===== src/rtl/riff_chunk_payload_extractor_core_macros.svh =====
// -----------------------------------------------------------------------------
// RIFF chunk payload extractor - assertion macros
// Shared concurrent assertion shorthands, clocked on clk and off in reset.
// -----------------------------------------------------------------------------
`ifndef RIFF_CHUNK_PAYLOAD_EXTRACTOR_CORE_MACROS_SVH
`define RIFF_CHUNK_PAYLOAD_EXTRACTOR_CORE_MACROS_SVH

// same-cycle implication
`define RCPE_ASSERT_IMP(label, ante, cons, msg) \
    label: assert property (@(posedge clk) disable iff (!rst_n) (ante) |-> (cons)) \
        else $error(msg);

// next-cycle implication
`define RCPE_ASSERT_NEXT(label, ante, cons, msg) \
    label: assert property (@(posedge clk) disable iff (!rst_n) (ante) |=> (cons)) \
        else $error(msg);

`endif


===== src/rtl/rcpe_pkg.sv =====
// -----------------------------------------------------------------------------
// RIFF chunk payload extractor - package
// Word types, phase and outcome codes and fixed format constants.
// -----------------------------------------------------------------------------
package rcpe_pkg;

    typedef struct packed {
        logic [7:0] file_byte;
        logic       end_of_file;
    } in_word_t;

    typedef enum logic [2:0] {
        OUT_RUNNING   = 3'd0,
        OUT_COMPLETE  = 3'd1,
        OUT_NOT_RIFF  = 3'd2,
        OUT_NOT_FOUND = 3'd3,
        OUT_TRUNCATED = 3'd4,
        OUT_TOO_SMALL = 3'd5
    } outcome_t;

    typedef struct packed {
        logic [7:0] payload_byte;
        logic       has_byte;
        outcome_t   outcome;
        logic       finished;
    } out_word_t;

    typedef enum logic [2:0] {
        PH_RIFF    = 3'd0,
        PH_CHDR    = 3'd1,
        PH_SKIP    = 3'd2,
        PH_PAD     = 3'd3,
        PH_VERSION = 3'd4,
        PH_PAYLOAD = 3'd5,
        PH_DONE    = 3'd6
    } phase_t;

    localparam int unsigned CFG_DATA_W = 32;

    typedef enum logic {
        CFG_CONTAINER_ID    = 1'b0,
        CFG_TARGET_CHUNK_ID = 1'b1
    } cfg_index_t;

    localparam logic [31:0] CONTAINER_ID_RESET    = 32'h4646_4952;
    localparam logic [31:0] TARGET_CHUNK_ID_RESET = 32'h4B48_4350;

    localparam logic [3:0]  RIFF_HEADER_BYTES  = 4'd12;
    localparam logic [3:0]  CHUNK_HEADER_BYTES = 4'd8;
    localparam logic [3:0]  ID_BYTES           = 4'd4;
    localparam logic [31:0] VERSION_BYTES      = 32'd4;

endpackage


===== src/rtl/rcpe_in_stage.sv =====
// -----------------------------------------------------------------------------
// RIFF chunk payload extractor - input register
// Holds one accepted byte word until the parser steps on it.
// -----------------------------------------------------------------------------
module rcpe_in_stage
    import rcpe_pkg::*;
(
    input  logic     clk,
    input  logic     rst_n,
    input  logic     accept,
    input  in_word_t word_in,
    input  logic     step,
    output logic     held_valid,
    output in_word_t held_word
);

    logic     valid_reg;
    logic     valid_next;
    in_word_t word_reg;

    always_comb
    begin
        valid_next = valid_reg;
        if (accept)
        begin
            valid_next = 1'b1;
        end
        else if (step)
        begin
            valid_next = 1'b0;
        end
    end

    always_ff @(posedge clk or negedge rst_n)
    begin
        if (!rst_n)
        begin
            valid_reg <= 1'b0;
        end
        else
        begin
            valid_reg <= valid_next;
        end
    end

    always_ff @(posedge clk)
    begin
        if (accept)
        begin
            word_reg <= word_in;
        end
    end

    assign held_valid = valid_reg;
    assign held_word  = word_reg;

endmodule


===== src/rtl/rcpe_parser.sv =====
// -----------------------------------------------------------------------------
// RIFF chunk payload extractor - parser
// Configuration registers, chunk walk state and the per-byte step logic.
// -----------------------------------------------------------------------------
module rcpe_parser
    import rcpe_pkg::*;
(
    input  logic                  clk,
    input  logic                  rst_n,
    input  logic                  cfg_we,
    input  cfg_index_t            cfg_index,
    input  logic [CFG_DATA_W-1:0] cfg_data,
    input  logic                  step,
    input  in_word_t              word_in,
    output logic                  result_load,
    output out_word_t             result_word
);

    logic [31:0] container_id_reg;
    logic [31:0] target_id_reg;

    phase_t      phase_reg,     phase_next;
    logic [3:0]  hdr_count_reg, hdr_count_next;
    logic [31:0] id_shift_reg,  id_shift_next;
    logic [31:0] size_shift_reg, size_shift_next;
    logic [31:0] remaining_reg, remaining_next;
    logic        pad_reg,       pad_next;

    logic [3:0]  count_inc;
    logic [31:0] id_in;
    logic [31:0] size_in;
    logic [31:0] remaining_dec;
    logic        eof;
    logic        fin;
    logic        has;
    outcome_t    outc;
    logic        ignore;

    always_ff @(posedge clk or negedge rst_n)
    begin
        if (!rst_n)
        begin
            container_id_reg <= CONTAINER_ID_RESET;
            target_id_reg    <= TARGET_CHUNK_ID_RESET;
        end
        else if (cfg_we)
        begin
            case (cfg_index)
                CFG_CONTAINER_ID:    container_id_reg <= cfg_data;
                CFG_TARGET_CHUNK_ID: target_id_reg    <= cfg_data;
                default:             ;
            endcase
        end
    end

    assign eof           = word_in.end_of_file;
    assign count_inc     = hdr_count_reg + 4'd1;
    assign id_in         = {word_in.file_byte, id_shift_reg[31:8]};
    assign size_in       = {word_in.file_byte, size_shift_reg[31:8]};
    assign remaining_dec = (remaining_reg != 32'd0) ? remaining_reg - 32'd1 : remaining_reg;

    always_comb
    begin
        phase_next      = phase_reg;
        hdr_count_next  = hdr_count_reg;
        id_shift_next   = id_shift_reg;
        size_shift_next = size_shift_reg;
        remaining_next  = remaining_reg;
        pad_next        = pad_reg;
        fin             = 1'b0;
        has             = 1'b0;
        outc            = OUT_RUNNING;
        ignore          = 1'b0;

        case (phase_reg)
            PH_RIFF:
            begin
                hdr_count_next = count_inc;
                if (count_inc <= ID_BYTES)
                begin
                    id_shift_next = id_in;
                end
                if (count_inc == ID_BYTES && id_in != container_id_reg)
                begin
                    fin  = 1'b1;
                    outc = OUT_NOT_RIFF;
                end
                else if (count_inc >= RIFF_HEADER_BYTES)
                begin
                    hdr_count_next = 4'd0;
                    phase_next     = PH_CHDR;
                    if (eof)
                    begin
                        fin  = 1'b1;
                        outc = OUT_NOT_FOUND;
                    end
                end
                else if (eof)
                begin
                    fin  = 1'b1;
                    outc = OUT_NOT_RIFF;
                end
            end
            PH_CHDR:
            begin
                hdr_count_next = count_inc;
                if (count_inc <= ID_BYTES)
                begin
                    id_shift_next = id_in;
                end
                else
                begin
                    size_shift_next = size_in;
                end
                if (count_inc >= CHUNK_HEADER_BYTES)
                begin
                    hdr_count_next = 4'd0;
                    if (id_shift_reg == target_id_reg)
                    begin
                        if (size_in <= VERSION_BYTES)
                        begin
                            fin  = 1'b1;
                            outc = OUT_TOO_SMALL;
                        end
                        else
                        begin
                            remaining_next = VERSION_BYTES;
                            phase_next     = PH_VERSION;
                            if (eof)
                            begin
                                fin  = 1'b1;
                                outc = OUT_TRUNCATED;
                            end
                        end
                    end
                    else
                    begin
                        remaining_next = size_in;
                        pad_next       = size_in[0];
                        phase_next     = (size_in != 32'd0) ? PH_SKIP : PH_CHDR;
                        if (eof)
                        begin
                            fin  = 1'b1;
                            outc = OUT_NOT_FOUND;
                        end
                    end
                end
                else if (eof)
                begin
                    fin  = 1'b1;
                    outc = OUT_NOT_FOUND;
                end
            end
            PH_SKIP:
            begin
                remaining_next = remaining_dec;
                if (remaining_dec == 32'd0)
                begin
                    phase_next = pad_reg ? PH_PAD : PH_CHDR;
                end
                if (eof)
                begin
                    fin  = 1'b1;
                    outc = OUT_NOT_FOUND;
                end
            end
            PH_PAD:
            begin
                pad_next   = 1'b0;
                phase_next = PH_CHDR;
                if (eof)
                begin
                    fin  = 1'b1;
                    outc = OUT_NOT_FOUND;
                end
            end
            PH_VERSION:
            begin
                remaining_next = remaining_dec;
                if (remaining_dec == 32'd0)
                begin
                    remaining_next = size_shift_reg - VERSION_BYTES;
                    phase_next     = PH_PAYLOAD;
                end
                if (eof)
                begin
                    fin  = 1'b1;
                    outc = OUT_TRUNCATED;
                end
            end
            PH_PAYLOAD:
            begin
                has            = 1'b1;
                remaining_next = remaining_dec;
                if (remaining_dec == 32'd0)
                begin
                    fin  = 1'b1;
                    outc = OUT_COMPLETE;
                end
                else if (eof)
                begin
                    fin  = 1'b1;
                    outc = OUT_TRUNCATED;
                end
            end
            default:
            begin
                ignore = 1'b1;
            end
        endcase

        // finish: restart for the next file at end of file, else wait in the done phase
        if (fin || (ignore && eof))
        begin
            phase_next      = eof ? PH_RIFF : PH_DONE;
            hdr_count_next  = 4'd0;
            id_shift_next   = 32'd0;
            size_shift_next = 32'd0;
            remaining_next  = 32'd0;
            pad_next        = 1'b0;
        end
    end

    always_ff @(posedge clk or negedge rst_n)
    begin
        if (!rst_n)
        begin
            phase_reg      <= PH_RIFF;
            hdr_count_reg  <= 4'd0;
            id_shift_reg   <= 32'd0;
            size_shift_reg <= 32'd0;
            remaining_reg  <= 32'd0;
            pad_reg        <= 1'b0;
        end
        else if (step)
        begin
            phase_reg      <= phase_next;
            hdr_count_reg  <= hdr_count_next;
            id_shift_reg   <= id_shift_next;
            size_shift_reg <= size_shift_next;
            remaining_reg  <= remaining_next;
            pad_reg        <= pad_next;
        end
    end

    assign result_load              = step && (fin || has);
    assign result_word.payload_byte = has ? word_in.file_byte : 8'd0;
    assign result_word.has_byte     = has;
    assign result_word.outcome      = outc;
    assign result_word.finished     = fin;

endmodule


===== src/rtl/rcpe_out_stage.sv =====
// -----------------------------------------------------------------------------
// RIFF chunk payload extractor - result register
// Holds one result word for the consumer and reports when it can take another.
// -----------------------------------------------------------------------------
module rcpe_out_stage
    import rcpe_pkg::*;
(
    input  logic      clk,
    input  logic      rst_n,
    input  logic      load,
    input  out_word_t word_in,
    input  logic      ready,
    output logic      valid,
    output out_word_t word_out,
    output logic      free
);

    logic      valid_reg;
    logic      valid_next;
    out_word_t word_reg;

    assign free = !valid_reg || ready;

    always_comb
    begin
        valid_next = valid_reg;
        if (load)
        begin
            valid_next = 1'b1;
        end
        else if (ready)
        begin
            valid_next = 1'b0;
        end
    end

    always_ff @(posedge clk or negedge rst_n)
    begin
        if (!rst_n)
        begin
            valid_reg <= 1'b0;
        end
        else
        begin
            valid_reg <= valid_next;
        end
    end

    always_ff @(posedge clk)
    begin
        if (load)
        begin
            word_reg <= word_in;
        end
    end

    assign valid    = valid_reg;
    assign word_out = word_reg;

endmodule


===== src/rtl/riff_chunk_payload_extractor_core.sv =====
// Path: an accepted byte word is held in the input register, its result word in the result register.
// Throughput: one byte word per cycle while the result register is free; the chunk walk state updates once per byte.
// Bytes that cause no result still take one step and produce nothing.
// Reset: asynchronous, active low; returns to the RIFF header phase and
// restores the default container and target chunk ids.
// -----------------------------------------------------------------------------
// RIFF chunk payload extractor - top level
// Input register, per-byte parser and result register in one pass.
// -----------------------------------------------------------------------------
`include "riff_chunk_payload_extractor_core_macros.svh"

module riff_chunk_payload_extractor_core
    import rcpe_pkg::*;
(
    input  logic                  clk,
    input  logic                  rst_n,
    input  logic                  cfg_we,
    input  cfg_index_t            cfg_index,
    input  logic [CFG_DATA_W-1:0] cfg_data,
    input  logic                  byte_valid,
    output logic                  byte_ready,
    input  in_word_t              byte_word,
    output logic                  result_valid,
    input  logic                  result_ready,
    output out_word_t             result_word
);

    logic      held_valid;
    in_word_t  held_word;
    logic      step;
    logic      out_free;
    logic      res_load;
    out_word_t res_word;

    assign step       = held_valid && out_free;
    assign byte_ready = !held_valid || step;

    rcpe_in_stage u_in_stage (
        .clk        (clk),
        .rst_n      (rst_n),
        .accept     (byte_valid && byte_ready),
        .word_in    (byte_word),
        .step       (step),
        .held_valid (held_valid),
        .held_word  (held_word)
    );

    rcpe_parser u_parser (
        .clk         (clk),
        .rst_n       (rst_n),
        .cfg_we      (cfg_we),
        .cfg_index   (cfg_index),
        .cfg_data    (cfg_data),
        .step        (step),
        .word_in     (held_word),
        .result_load (res_load),
        .result_word (res_word)
    );

    rcpe_out_stage u_out_stage (
        .clk      (clk),
        .rst_n    (rst_n),
        .load     (res_load),
        .word_in  (res_word),
        .ready    (result_ready),
        .valid    (result_valid),
        .word_out (result_word),
        .free     (out_free)
    );

    `RCPE_ASSERT_IMP(a_running_outcome, result_valid && !result_word.finished, result_word.outcome == OUT_RUNNING, "outcome set on a result that does not finish")
    `RCPE_ASSERT_IMP(a_no_empty_result, result_valid && !result_word.finished, result_word.has_byte, "result word carries neither byte nor outcome")
    `RCPE_ASSERT_IMP(a_idle_byte_zero, result_valid && !result_word.has_byte, result_word.payload_byte == 8'd0, "payload byte nonzero without has_byte")
    `RCPE_ASSERT_NEXT(a_load_shows, res_load, result_valid, "loaded result word not presented")

endmodule

===== config.mk =====
export PLATFORM = sky130hd
export DESIGN_NAME = riff_chunk_payload_extractor_core
export DESIGN_NICKNAME = d
export VERILOG_FILES = /design/src/rtl/rcpe_pkg.sv /design/src/rtl/rcpe_in_stage.sv /design/src/rtl/rcpe_parser.sv /design/src/rtl/rcpe_out_stage.sv /design/src/rtl/riff_chunk_payload_extractor_core.sv
export VERILOG_INCLUDE_DIRS = /design/src /design/src/rtl
export SDC_FILE = /design/constraint.sdc
export NUM_CORES = 1
export LEC_CHECK = 0
export ABC_AREA = 0
export BUFFER_PORTS_ARGS = -buffer_cell sky130_fd_sc_hd__buf_2
export CAP_MARGIN = 20
export CELL_PAD_IN_SITES_DETAIL_PLACEMENT = 1
export CELL_PAD_IN_SITES_GLOBAL_PLACEMENT = 1
export CORE_MARGIN = 1.5
export CORE_UTILIZATION = 40
export CTS_CLUSTER_DIAMETER = 30
export CTS_CLUSTER_SIZE = 16
export DETAILED_ROUTE_END_ITERATION = 8
export PLACE_DENSITY = 0.65
export SYNTH_ARGS = -nofsm -noshare
export SYNTH_HDL_FRONTEND = slang
export SYNTH_SLANG_ARGS = --single-unit
export TNS_END_PERCENT = 10

===== constraint.sdc =====
create_clock -name clk -period 3.95 [get_ports clk]
set_clock_uncertainty 0.15 [all_clocks]
set_input_delay 0.395 -clock clk [delete_from_list [all_inputs] [get_ports clk]]
set_output_delay 0.395 -clock clk [all_outputs]
set_load 0.01 [all_outputs]

# Word level (Yosys, flattened, before mapping)
# Index checks and enable logic that the tools add are counted.
[totals] ff_bits=192 elab_cells=134 input_bits=47
[classes] mux=57 n_reduce_logical=37 eq_ne=16 n_bitwise=1 n_addsub=3 magnitude_cmp=4
[op_table] operator="32-bit two-way mux" n=12
[op_table] operator="32-bit case mux with 3 select lines" n=1
[op_table] operator="32-bit nonzero test" n=2
[op_table] operator="3-bit two-way mux" n=16
[op_table] operator="32-bit equality test" n=1
[op_table] operator="32-bit by 3-bit less-or-equal comparator with 1-bit output (second input constant)" n=1
[op_table] operator="32-bit logical NOT" n=1
[op_table] operator="32-bit inequality test" n=1
[op_table] operator="32-bit by 1-bit subtractor with 32-bit output (second input constant)" n=1
[op_table] operator="32-bit by 3-bit subtractor with 32-bit output (second input constant)" n=1
[op_table] operator="3-bit case mux with 5 select lines" n=2
[op_table] operator="4-bit two-way mux" n=4
[op_table] operator="1-bit two-way mux" n=15
[op_table] operator="3-bit by 1-bit inequality test with 1-bit output (second input constant)" n=4
[op_table] operator="2-bit nonzero test" n=5
[op_table] operator="4-bit >= comparator (second input constant)" n=2
[op_table] operator="2-bit two-way mux" n=4
[op_table] operator="4-bit case mux with 2 select lines" n=1
[op_table] operator="4-bit AND reduction" n=2
[op_table] operator="8-bit AND reduction" n=1
[op_table] operator="3-bit by 2-bit equality test with 1-bit output (second input constant)" n=2
[op_table] operator="3-bit equality test (second input constant)" n=2
[op_table] operator="3-bit inequality test (second input constant)" n=2
[op_table] operator="2-bit AND reduction" n=3
[op_table] operator="20 further kinds" n=32

# Logic depth before layout (Yosys ltp)
[logic_depth] ltp_word=8 depth_mapped=15 depth_no_buf=12

# By module
# From an unflattened synthesis, not the netlist that was laid out.
[hier_totals] hier_cells=1183 hier_area_um2=11104.4
[by_module_without_submodules] module="rcpe_parser" cells_each=1152 area_per_inst_um2=10329.9 n_inst=1
[by_module_without_submodules] module="rcpe_out_stage" cells_each=16 area_per_inst_um2=437.9 n_inst=1
[by_module_without_submodules] module="rcpe_in_stage" cells_each=12 area_per_inst_um2=306.5 n_inst=1
[by_module_without_submodules] module="riff_chunk_payload_extractor_core" cells_each=3 area_per_inst_um2=30.0 n_inst=1

# Worst setup path after synthesis
# Ideal clock, no wire load.
[synth_path] path_kind="reg2reg" from="register u_parser.remaining_reg[0]" to="register u_parser.remaining_reg[15]" path_buffers=3 arrival_ns=3.323 stages_incl_launch_ff=16 path_slack_ns=0.355 setup_ns=0.122 cell_sequence="dfrtp_1 -> inv_1 -> ha_1 -> or3b_1 -> buf_2 -> nor4_2 -> nand3_1 -> xor2_1 -> nand4_1 -> a2111oi_4 -> nand2_2 -> o211ai_2 -> or2_1 -> buf_2 -> buf_4 -> o2bb2ai_1"
[synth_between] elab_chain_len=8
[synth_lines] element="start: declaration" line="rcpe_parser.sv:26" rtl="logic [31:0] remaining_reg, remaining_next;"
[synth_lines] element="start signal: assignment" line="rcpe_parser.sv:241" rtl="remaining_reg <= remaining_next;"
[synth_lines] element="32-bit by 1-bit subtractor with 32-bit output / 32-bit nonzero test (equally long branches)" line="rcpe_parser.sv:60" rtl="assign remaining_dec = (remaining_reg != 32'd0) ? remaining_reg - 32'd1 : remaining_reg;"
[synth_lines] element="32-bit two-way mux (*)" line="rcpe_parser.sv:60"
[synth_lines] element="32-bit logical NOT" line="rcpe_parser.sv:180, rcpe_parser.sv:195"
[synth_lines] element="1-bit two-way mux" line="rcpe_parser.sv:195" rtl="if (remaining_dec == 32'd0)"
[synth_lines] element="1-bit case mux with 4 select lines" line="rcpe_parser.sv:75" rtl="case (phase_reg)"
[synth_lines] element="1-bit logical OR" line="rcpe_parser.sv:213" rtl="if (fin || (ignore && eof))"
[synth_lines] element="4-bit inequality test (no line), or another cell as far along"
[synth_lines] element="4-bit AND reduction (no line)"
# Mark *: on every way between the ends. The rest lies on a longest branch, timed or not.
# A chain may end at the register's enable or synchronous reset.

# Final worst setup path
[layout_path] from="register u_parser.remaining_reg[8]" to="register u_parser.remaining_reg[25]"
# Same word-level chain as after synthesis.

==> results.yml <==
run_status:
  run_status: "complete, no violations"
synthesis:
  synth_top_area_cell: "dfrtp_1"
  syn_area_per_cell_sq_um: 10.7
  synthTopCellsByArea: "dfrtp_1 (35%), mux2_2 (7.1%), edfxtp_1 (6.3%), dfstp_2 (5.8%), a22o_1 (5.6%)"
  synthArstFlopShare_pct: 88.5
  synth.net_count: 1026
  synth_ff_type: "dfrtp_1"
  synth.distinct_cells: 76
  yosysMostFrequentCell: "dfrtp_1"
  synth_edf_count: 22
  ys_seq_area_share_pct: 47.4
  synth_top_area_share_pct: 35.3
  netlist_instances: 975
  syn-cell-area_sq_um: 10400
  yosys_warnings: 0
  synth_seq_cells: 192
  synth_commonest_cells: "dfrtp_1 (147), a22o_1 (67), mux2_2 (66), nand2_1 (66), xnor2_1 (61)"
setup_path:
  critPathKind: "flop to flop"
  ff2ff_path_depth: 14
  crit_required_ns: 4.12
  cp_max_fo: 8
  critPathLaunchType: "flop"
  arrival_ns: 3.94
  worstSetupEndpointType: "flop"
routing:
  drt_iter0_drc: 613
  avgRoutedWirePerCell_microns: 23.5
  drtPass1Iterations: 5
  drc_errors: 0
  wl_mm: 34.1
  drtAntennaViolNets: 0
  dr_total_vias: 8560
  vias_per_cell: 5.89
timing:
  tightest_slew_ns: 1.03
  setup_viol: 0
  finalCritPeriodShare_pct: 95.2
  hold_violations: 0
  finalMaxSlewViolations: 0
  fmax_mhz: 266
  fin_crit_ns: 3.76
  relSlewSlack_pct: 31.3
clocking:
  cts_tree: "done"
  cts.path.max_buffers: 2
  clk_pin_slew_ns: 0.08
  root_buffer: "clkbuf_16"
  ctsHtreeMaxLevel: 4
  clk_latency_ns: 0.45
  cts_buffers: 17
  clock_sinks: 192
cells_and_area:
  final_util_pct: 49.6
  fin_cells: 1453
  fill_cells: 2821
  n_antenna_cell: 0
  drive_above_1_share_pct: 29.7
  nNetsFinal: 1161
  syn_to_final_growth_pct: 20.6
power_and_ir_drop:
  swShare_pct: 42.9
  p_clk_share_pct: 21.2
  static-leakage-power_nw: 5.36
  powerDensity_nw_per_um2: 689
  comb_power_share_pct: 46.5
  sequentialPowerShare_pct: 32.4
  p_switching_w: 0.00372
  p_int_w: 0.00496
  vdd_ir_drop_max_mv: 0.404
grt:
  globalRoute.totalOverflow: 0
  grt_usage_pct: 26.2
  grt_pass1_vias: 8965
  grt_max_degree: 81
  grt_pass1_wl_mm: 53.2
  antenna_found_initial: 0
floorplan:
  die_w_microns: 165
  std_cell_rows: 58
  coreArea_sq_um: 25400
  die_height_microns: 165
  ios: 62
  dieArea_sq_um: 27100
  start_util_pct: 41.1
min_path:
  min_path_cells: 1
  hp-class: "input port to flop"
place:
  place_inst: 1407
  port_buffers: 61
  routabilityCongestion: 0.888
  dp_hpwl_mm: 24.6
job:
  drv_cap: 0
## cells by family after synthesis
kind of cell	count (synthesis)	share of synthesized area, %
and+or+nand+nor	292	15.2
AOI/OAI and AO/OA	230	16.8
DFF	192	47.4
xor gates and xnor gates	109	9.22
buffers and inverters	80	3.53
muxes	68	7.32
adders and majority gates	4	0.480
## worst max-delay path, cell delays in order (launching register included)
cell and delay, ns:
dfrtp_1 0.50, or4_4 0.63, nor3_1 0.16, buf_4 0.15, a211oi_1 0.12, xnor2_1 0.34
o2111ai_2 0.20, a2111oi_4 0.25, buf_4 0.20, nand2_2 0.06, buf_4 0.18, o21ai_0 0.17
buf_4 0.16, a2111oi_0 0.09, a221o_1 0.27
## cells in the final DEF (no fill, tap or decap), types with 10 or more instances in the layout
cell	Yosys	routed
nand2_1	66	66
nand3_1	15	15
buf_4	2	104
nor4_1	30	27
dfstp_2	23	23
buf_2	12	60
xnor2_1	61	61
nor3_1	32	32
clkbuf_16	0	17
o21ai_0	39	39
inv_1	15	15
and2_1	14	14
mux2_2	66	66
a21oi_1	20	19
dfrtp_1	147	147
or3_1	10	10
xor2_1	47	46
o211ai_1	12	12
nand4_1	15	15
edfxtp_1	22	22
a22o_1	67	67
o31ai_1	13	12
nor2_1	59	58
## path summary, 6_finish.rpt
path | startpoint | end | slack [ns]
max in group asynchronous | rst_n | u_parser.target_id_reg[4] | 2.15
worst max register to register | u_parser.remaining_reg[8] | u_parser.remaining_reg[25] | 0.19
min in group asynchronous | rst_n | u_parser.size_shift_reg[1] | 0.39
worst min register to register | u_parser.pad_reg | u_parser.pad_reg | 0.38
worst min-delay path | byte_word[1] | u_in_stage.held_word[1] | 0.02
worst max-delay path | u_parser.remaining_reg[8] | u_parser.remaining_reg[25] | 0.19
## area by class of cell
| type | instances | area, sq um | share of cell area [%] |
|---|---|---|---|
| multi-input cells | 703 | 5230 | 41.6 |
| inverters | 15 | 56.3 | 0.447 |
| repair buffers | 181 | 1320 | 10.5 |
| flip-flops and latches | 192 | 4940 | 39.3 |
| clock buffers | 17 | 425 | 3.38 |
| well taps | 330 | 413 | 3.28 |
| clock inverters | 15 | 195 | 1.55 |
## layer usage
layer | wire (microns) | part of all wire (%) | GRT usage, % | vias to the layer above
met5 | 0 | 0 | 0 | -
met3 | 992 | 2.9 | 2.81 | 57
met2 | 17300 | 51 | 45.5 | 192
met4 | 1190 | 3.5 | 11.0 | 0
met1 | 14700 | 43 | 33.3 | 4430
li1 | - | - | - | 3881
## power by group through the flow
stage | sequential (W) | clock (W) | combinational (W)
final | 0.00281 | 0.00184 | 0.00403
after global routing | 0.00286 | 0.00193 | 0.00434
after CTS | 0.00280 | 0.00187 | 0.00386
after detailed placement | 0.00283 | 0 | 0.00383
after global placement | 0.00282 | 0 | 0.00379
after floorplan | 0.00269 | 0 | 0.00237
## stage by stage
step	setup TNS, ns	total power (W)	worst slack (ns)	cell area, sq um	hold WS (ns)
3_5_place_dp	0	0.00666	0.0344	11800	0.341
5_1_grt	-0.0126	0.00913	-0.00824	12600	0.0130
4_1_cts	0	0.00853	0.00875	12500	0.00268
3_3_place_gp	0	0.00661	0.0472	11800	0.336
2_1_floorplan	0	0.00507	0.355	10400	-0.0506
6_report	0	0.00868	0.189	12600	0.0196
## repair_timing
action	in CTS	in global routing
resized for setup	0	14
hold buffers	9	0
endpoints found under the hold margin	73	0
setup buffers	0	5
setup endpoints to repair	0	103
(Power assumes the default switching activity.)
